[src/hw/rtl/assert_macros.svh]
// ----------------------------------------------------------------------------
// assert_macros.svh
// assertion helpers for the stereo decimator rtl, empty under synthesis
// ----------------------------------------------------------------------------
`ifndef ASSERT_MACROS_SVH
`define ASSERT_MACROS_SVH

`ifndef SYNTHESIS

// same-cycle implication, disabled while reset is low
`define SDCR_ASSERT_IMP(lbl, clk, rstn, ante, cons) \
    lbl: assert property (@(posedge clk) disable iff (!rstn) (ante) |-> (cons)) \
        else $error("implication check failed");

// next-cycle implication, disabled while reset is low
`define SDCR_ASSERT_NXT(lbl, clk, rstn, ante, cons) \
    lbl: assert property (@(posedge clk) disable iff (!rstn) (ante) |=> (cons)) \
        else $error("next-cycle check failed");

`else

`define SDCR_ASSERT_IMP(lbl, clk, rstn, ante, cons)
`define SDCR_ASSERT_NXT(lbl, clk, rstn, ante, cons)

`endif

`endif

[src/hw/rtl/sdcr_pkg.sv]
// ----------------------------------------------------------------------------
// sdcr_pkg
// shared types, constants and the crossfeed mix function
// ----------------------------------------------------------------------------
package sdcr_pkg;

    localparam int DELAY_DEPTH_DEF = 4096;
    localparam int SAMPLE_W        = 16;
    localparam int FILT_W          = 14;
    localparam int CFG_W           = 13;
    localparam logic [CFG_W-1:0] MIN_DELAY = 13'd2;

    typedef struct packed {
        logic signed [SAMPLE_W-1:0] left;
        logic signed [SAMPLE_W-1:0] right;
        logic                       last;
    } frame_t;

    // (3*own + other) >> 2, floor; the result always fits 16 bits
    function automatic logic signed [SAMPLE_W-1:0] mix3(
        input logic signed [SAMPLE_W-1:0] own,
        input logic signed [SAMPLE_W-1:0] other
    );
        logic signed [SAMPLE_W+1:0] acc;
        acc = {{2{own[SAMPLE_W-1]}}, own}
            + {own[SAMPLE_W-1], own, 1'b0}
            + {{2{other[SAMPLE_W-1]}}, other};
        return acc[SAMPLE_W+1:2];
    endfunction

endpackage

[src/hw/rtl/sdcr_front.sv]
// ----------------------------------------------------------------------------
// sdcr_front
// 2:1 decimation and crossfeed, one odd-phase frame yields one mixed frame
// ----------------------------------------------------------------------------
module sdcr_front (
    input  logic                                   aclk,
    input  logic                                   aresetn,
    input  logic                                   in_fire,
    input  logic signed [sdcr_pkg::SAMPLE_W-1:0]   left_in,
    input  logic signed [sdcr_pkg::SAMPLE_W-1:0]   right_in,
    input  logic                                   block_end,
    output logic                                   odd_phase,
    output sdcr_pkg::frame_t                       mix
);

    localparam int SW = sdcr_pkg::SAMPLE_W;
    localparam int FW = sdcr_pkg::FILT_W;

    logic                 phase_reg;
    logic signed [FW-1:0] filt_l_reg, filt_r_reg;
    logic signed [SW-1:0] part_l_reg, part_r_reg;
    logic signed [FW-1:0] quart_l, quart_r;
    logic signed [SW-1:0] half_l, half_r;
    logic signed [SW-1:0] dec_l, dec_r;

    assign quart_l = left_in[SW-1:2];
    assign quart_r = right_in[SW-1:2];
    assign half_l  = {left_in[SW-1], left_in[SW-1:1]};
    assign half_r  = {right_in[SW-1], right_in[SW-1:1]};

    // odd frame closes the pair
    assign dec_l = part_l_reg + {{(SW-FW){quart_l[FW-1]}}, quart_l};
    assign dec_r = part_r_reg + {{(SW-FW){quart_r[FW-1]}}, quart_r};

    assign odd_phase  = phase_reg;
    assign mix.left   = sdcr_pkg::mix3(dec_l, dec_r);
    assign mix.right  = sdcr_pkg::mix3(dec_r, dec_l);
    assign mix.last   = block_end;

    always_ff @(posedge aclk) begin
        if (!aresetn) begin
            phase_reg  <= 1'b0;
            filt_l_reg <= '0;
            filt_r_reg <= '0;
            part_l_reg <= '0;
            part_r_reg <= '0;
        end else if (in_fire) begin
            phase_reg <= ~phase_reg;
            if (phase_reg) begin
                filt_l_reg <= quart_l;
                filt_r_reg <= quart_r;
            end else begin
                part_l_reg <= {{(SW-FW){filt_l_reg[FW-1]}}, filt_l_reg} + half_l;
                part_r_reg <= {{(SW-FW){filt_r_reg[FW-1]}}, filt_r_reg} + half_r;
            end
        end
    end

endmodule

[config.mk]
export PLATFORM = sky130hd
export DESIGN_NAME = sdcr_front
export DESIGN_NICKNAME = d
export VERILOG_FILES = /design/src/hw/rtl/assert_macros.svh /design/src/hw/rtl/sdcr_pkg.sv /design/src/hw/rtl/sdcr_front.sv
export SDC_FILE = /design/constraint.sdc
export NUM_CORES = 1
export LEC_CHECK = 0
export ABC_AREA = 1
export BUFFER_PORTS_ARGS = -buffer_cell sky130_fd_sc_hd__clkbuf_2
export CAP_MARGIN = 15
export CORE_ASPECT_RATIO = 0.6
export CORE_MARGIN = 2
export CORE_UTILIZATION = 45
export CTS_CLUSTER_SIZE = 24
export DETAILED_ROUTE_END_ITERATION = 10
export PLACE_DENSITY_LB_ADDON = 0.05
export SLEW_MARGIN = 10
export SYNTH_ARGS = -nofsm -noshare
export SYNTH_HDL_FRONTEND = slang
export SYNTH_SLANG_ARGS = --single-unit
[constraint.sdc]
create_clock -name aclk -period 6.2 [get_ports aclk]
set_clock_uncertainty 0.15 [all_clocks]
set_input_delay 1.24 -clock aclk [delete_from_list [all_inputs] [get_ports aclk]]
set_output_delay 1.24 -clock aclk [all_outputs]
set_load 0.02 [all_outputs]
# After elaboration in Yosys (flattened, before gate mapping)
# Cells that the tools add are included.
# classes
bitwise_logic	1
n_addsub	8
n_reduce_logical	2
# ops
cell	n
$add A16 B17 Y18	2
$add A18 B18 Y18	2
$add A14 B15 Y16	2
$add A16 B16 Y16	2
$reduce_and A2 Y1	2
$not A1 Y1	1
# totals
elab_cells	16
output_inout_bits	34
in_bits	36
reg_bits	61

# Depth between registers and ports, before layout
# logic_depth
depth_word	3
mapped_depth	26
depth_no_buf	26

# Worst setup path after synthesis
# Ideal clock, no wire load.
# synth_timing
path_kind	input -> output
startpoint	in left_in[2] in the netlist's numbering
endpoint	out mix[14] in the netlist's numbering
path_slack_ps	495
required_time_ps	4810
n_path_buf	0
t_arrival_ps	4315
stages	15
cell_sequence	ha_1 > fa_1 > nand3_1 > nand2_1 > inv_1 > o21ai_0 > xor2_1 > fa_1 > ha_1 > a21o_1 > a21oi_1 > o21ai_0 > nand2_1 > nand2_1 > xor2_1
# synth_lines
element	line	source
start, declared	sdcr_front.sv:9	input logic signed [sdcr_pkg::SAMPLE_W-1:0] left_in,
end, declared	sdcr_front.sv:13	output sdcr_pkg::frame_t mix

==> impl_results.md <==
- Run status: finished, final reports clean
- Max cap viols: 0
- Final Hold Vio Count: 0
- Remaining antenna violation count: 0
- Max Buffers Root-to-Sink: 2
- Area of the mapped netlist: 7830 µm²
- Core Region: 17100 µm²
- Crit. End Element: output port
- Final antenna diode count: 0
- Worst-margin pin slew: 960 ps
- Mapped Cells: 1223
- CP endpoint: mix[12]
- Critical path origin: left_in[2]
- Routed wire length: 21.1 mm
- Max frequency: 166 MHz
- R2R cell count: 11
- DR vias/cell: 4.99
- Net Sw Power: 2.69 mW
- Crit-path max FO: 4
- Seq/Total Area, Yosys: 15.6%
- Count leader, synth: nand2_1
- Post-synth EDFFs: 0
- Pin count of the biggest net entering global routing: 54
- Post-synth top area share: 16.1%
- Fill count: 1776
- Clock Power Share: 10.0%
- Initial antenna violation count: 0
- Share of post-route cells with drive strength above 1: 15.2%
- Final RePlAce weighted congestion: 0.937
- Comb pwr share: 81.2%
- Period utilization: 97.1%
- First-pass GRT wire length: 35.4 mm
- Total CTS buffers: 9
- Total GRT Usage: 23.7%
- Grt ovf: 0
- CP startpoint kind: primary input
- # IOs: 70
- Area grow syn2layout: 18.4%
- Remaining DRCs: 0
- Sink Count: 61
- Synth Flop Type: dfxtp_1
- Post-DP HPWL: 17.5 mm
- Yosys top cell by area: ha_1
- Port-buffer cells: 65
- LEAKAGE: 5.12 nW
- Setup Viol. Count Final: 0
- Die ar.: 18500 µm²
- Syn Area/Cell: 6.41 µm²
- R2r endpoint: part_l_reg[14]
- Switching share of total power: 53.6%
- Worst rel slew slack: 35.9%
- Vias in the first global route: 7175
- Count of state elements after synthesis: 61
- RSZ-0062 raised after global routing: true
- VDD IR max: 0.475 mV
- CP required: 4810 ps
- Finished Layout Cells: 1566
- Vias: 7807
- CTS tree: built
- CP arrival: 4630 ps
- DP Cell Count: 1546
- Mapped Nets: 1385
- Clk pin slew, worst setup/hold paths: 50 ps
- Most frequent cells after synthesis: nand2_1, nor2_1, inv_1
- Power Density: 542 nW/µm²
- H-tree depth: 3
- Layout net count: 1489
- Synth unique cells: 37
- FP Rows: 37
- Area contributors post-synth: ha_1, dfxtp_1, nand2_1
- Hold_ws: 340 ps
- Pint: 2.33 mW
- Root Buffer: clkbuf_16
- Slew Limit Fails: 0
- Flop-to-flop setup slack: 4080 ps
- Ys async rst share: 0%
- Die Span Y: 106 µm
- WL/cell: 13.5 µm
- Synth warn: 0
- Die width: 174 µm
- DR pass1 iterations: 5
- Clock Latency Late Sink: 340 ps
- Post-route minimum period: 6020 ps
- Initial drt markers: 456
- Power share of the sequential group: 8.8%
- Critical path class: in -> out
- R2r startpoint: filt_l_reg[0]
- Min-Delay Path Class: reg -> reg
- Starting Density: 45.9%
==> area by class of cell <==
type | count | area, µm² | area share [%]
inverters | 172 | 646 | 6.96
flip-flops and latches | 61 | 1220 | 13.2
well taps | 234 | 293 | 3.16
clock buffers | 12 | 246 | 2.66
clock inverters | 4 | 47.5 | 0.512
multi-input cells | 967 | 6120 | 65.9
repair buffers | 116 | 708 | 7.63
==> cell families after synthesis <==
group                      after synthesis  share of synthesized area, %
and+or+nand+nor                        574                          30.0
AOI/OAI and AO/OA                      198                          14.1
buffers and inverters                  195                          9.54
adders and majority gates              126                          22.5
xor gates and xnor gates                69                          8.19
DFF                                     61                          15.6
==> critical path, stage by stage <==
cell      delay [ps]
clkbuf_2         120
ha_2             210
fa_2             420
nand3_1          100
nand2_1           80
inv_2             90
o21ai_1           90
xor2_2           180
buf_4            170
fa_1             480
ha_1             360
a21o_1           220
a21oi_1          120
nand2_1          100
buf_4            160
a21oi_1          150
xnor2_1          150
clkbuf_2         200
==> power by group through the flow <==
stage,Clock [mW],Sequential [mW],Combinational (mW)
floorplan,0,0.447,2.63
global placement,0,0.452,3.87
detailed placement,0,0.452,3.89
CTS,0.514,0.444,3.91
global route,0.532,0.448,4.54
finish,0.501,0.444,4.08
==> how the worst min path moves through the flow <==
stage,to,start,depth (start not counted)
2_1_floorplan,filt_l_reg[10],filt_l_reg[10],2
3_3_place_gp,filt_l_reg[12],filt_l_reg[12],2
3_5_place_dp,filt_l_reg[4],filt_l_reg[4],2
4_1_cts,filt_l_reg[4],filt_l_reg[4],2
5_1_grt,filt_l_reg[11],filt_l_reg[11],2
6_report,filt_l_reg[11],filt_l_reg[11],2
==> layout by cell type, fill, tap and decap left out, types with 2 or more instances in the layout <==
master | Yosys | routed
xor2_1 | 47 | 45
nor2_1 | 171 | 169
a21o_1 | 17 | 17
nand2_1 | 294 | 289
nor3_1 | 12 | 11
ha_1 | 101 | 86
fa_1 | 25 | 23
ha_2 | 0 | 10
nor3_2 | 1 | 2
clkbuf_16 | 0 | 9
nand3b_1 | 2 | 2
a21oi_1 | 80 | 70
dfxtp_1 | 61 | 61
o21ai_0 | 66 | 65
clkbuf_1 | 13 | 2
nand2_4 | 1 | 2
nand3_1 | 69 | 68
xor2_2 | 4 | 3
xnor2_1 | 17 | 17
nand3_2 | 4 | 5
clkinv_2 | 0 | 2
xor2_4 | 0 | 3
clkbuf_2 | 2 | 65
ha_4 | 0 | 5
o21ai_1 | 5 | 5
o21ai_2 | 3 | 3
inv_1 | 170 | 167
nand2_2 | 9 | 13
a21oi_2 | 4 | 13
o21bai_1 | 13 | 13
fa_2 | 0 | 2
buf_4 | 1 | 51
a31oi_1 | 8 | 8
nand4_1 | 8 | 8
inv_2 | 1 | 4
==> per-stage QoR <==
stage          setup TNS, ps  util, %  setup slack, ps  cell area (µm²)  total power, mW
2_1_floorplan              0        -              495             7830             3.08
3_3_place_gp            -259     51.0            -95.0             8710             4.32
3_5_place_dp            -393     51.0            -97.6             8710             4.34
4_1_cts                    0     52.8             51.2             9020             4.87
5_1_grt                 -119     54.3            -53.1             9280             5.52
6_report                   0     54.3              177             9280             5.03
==> layer usage <==
layer / vias to the layer above / track usage, % / share of wire (%) / routed length, µm
met3: 9 / 5.04 / 6.0 / 1260
met4: 0 / 2.64 / 0.43 / 91
met2: 148 / 35.0 / 39 / 8260
li1: 4141 / - / - / -
met1: 3509 / 35.9 / 54 / 11500
met5: - / 0 / 0 / 0
==> repair_timing <==
action / CTS / global route
pin swaps: 0 / 13
hold buffers: 0 / 0
setup endpoints to repair: 7 / 14
buffers inserted: 0 / 4
resized for setup: 2 / 49
(Power assumes the default switching activity.)
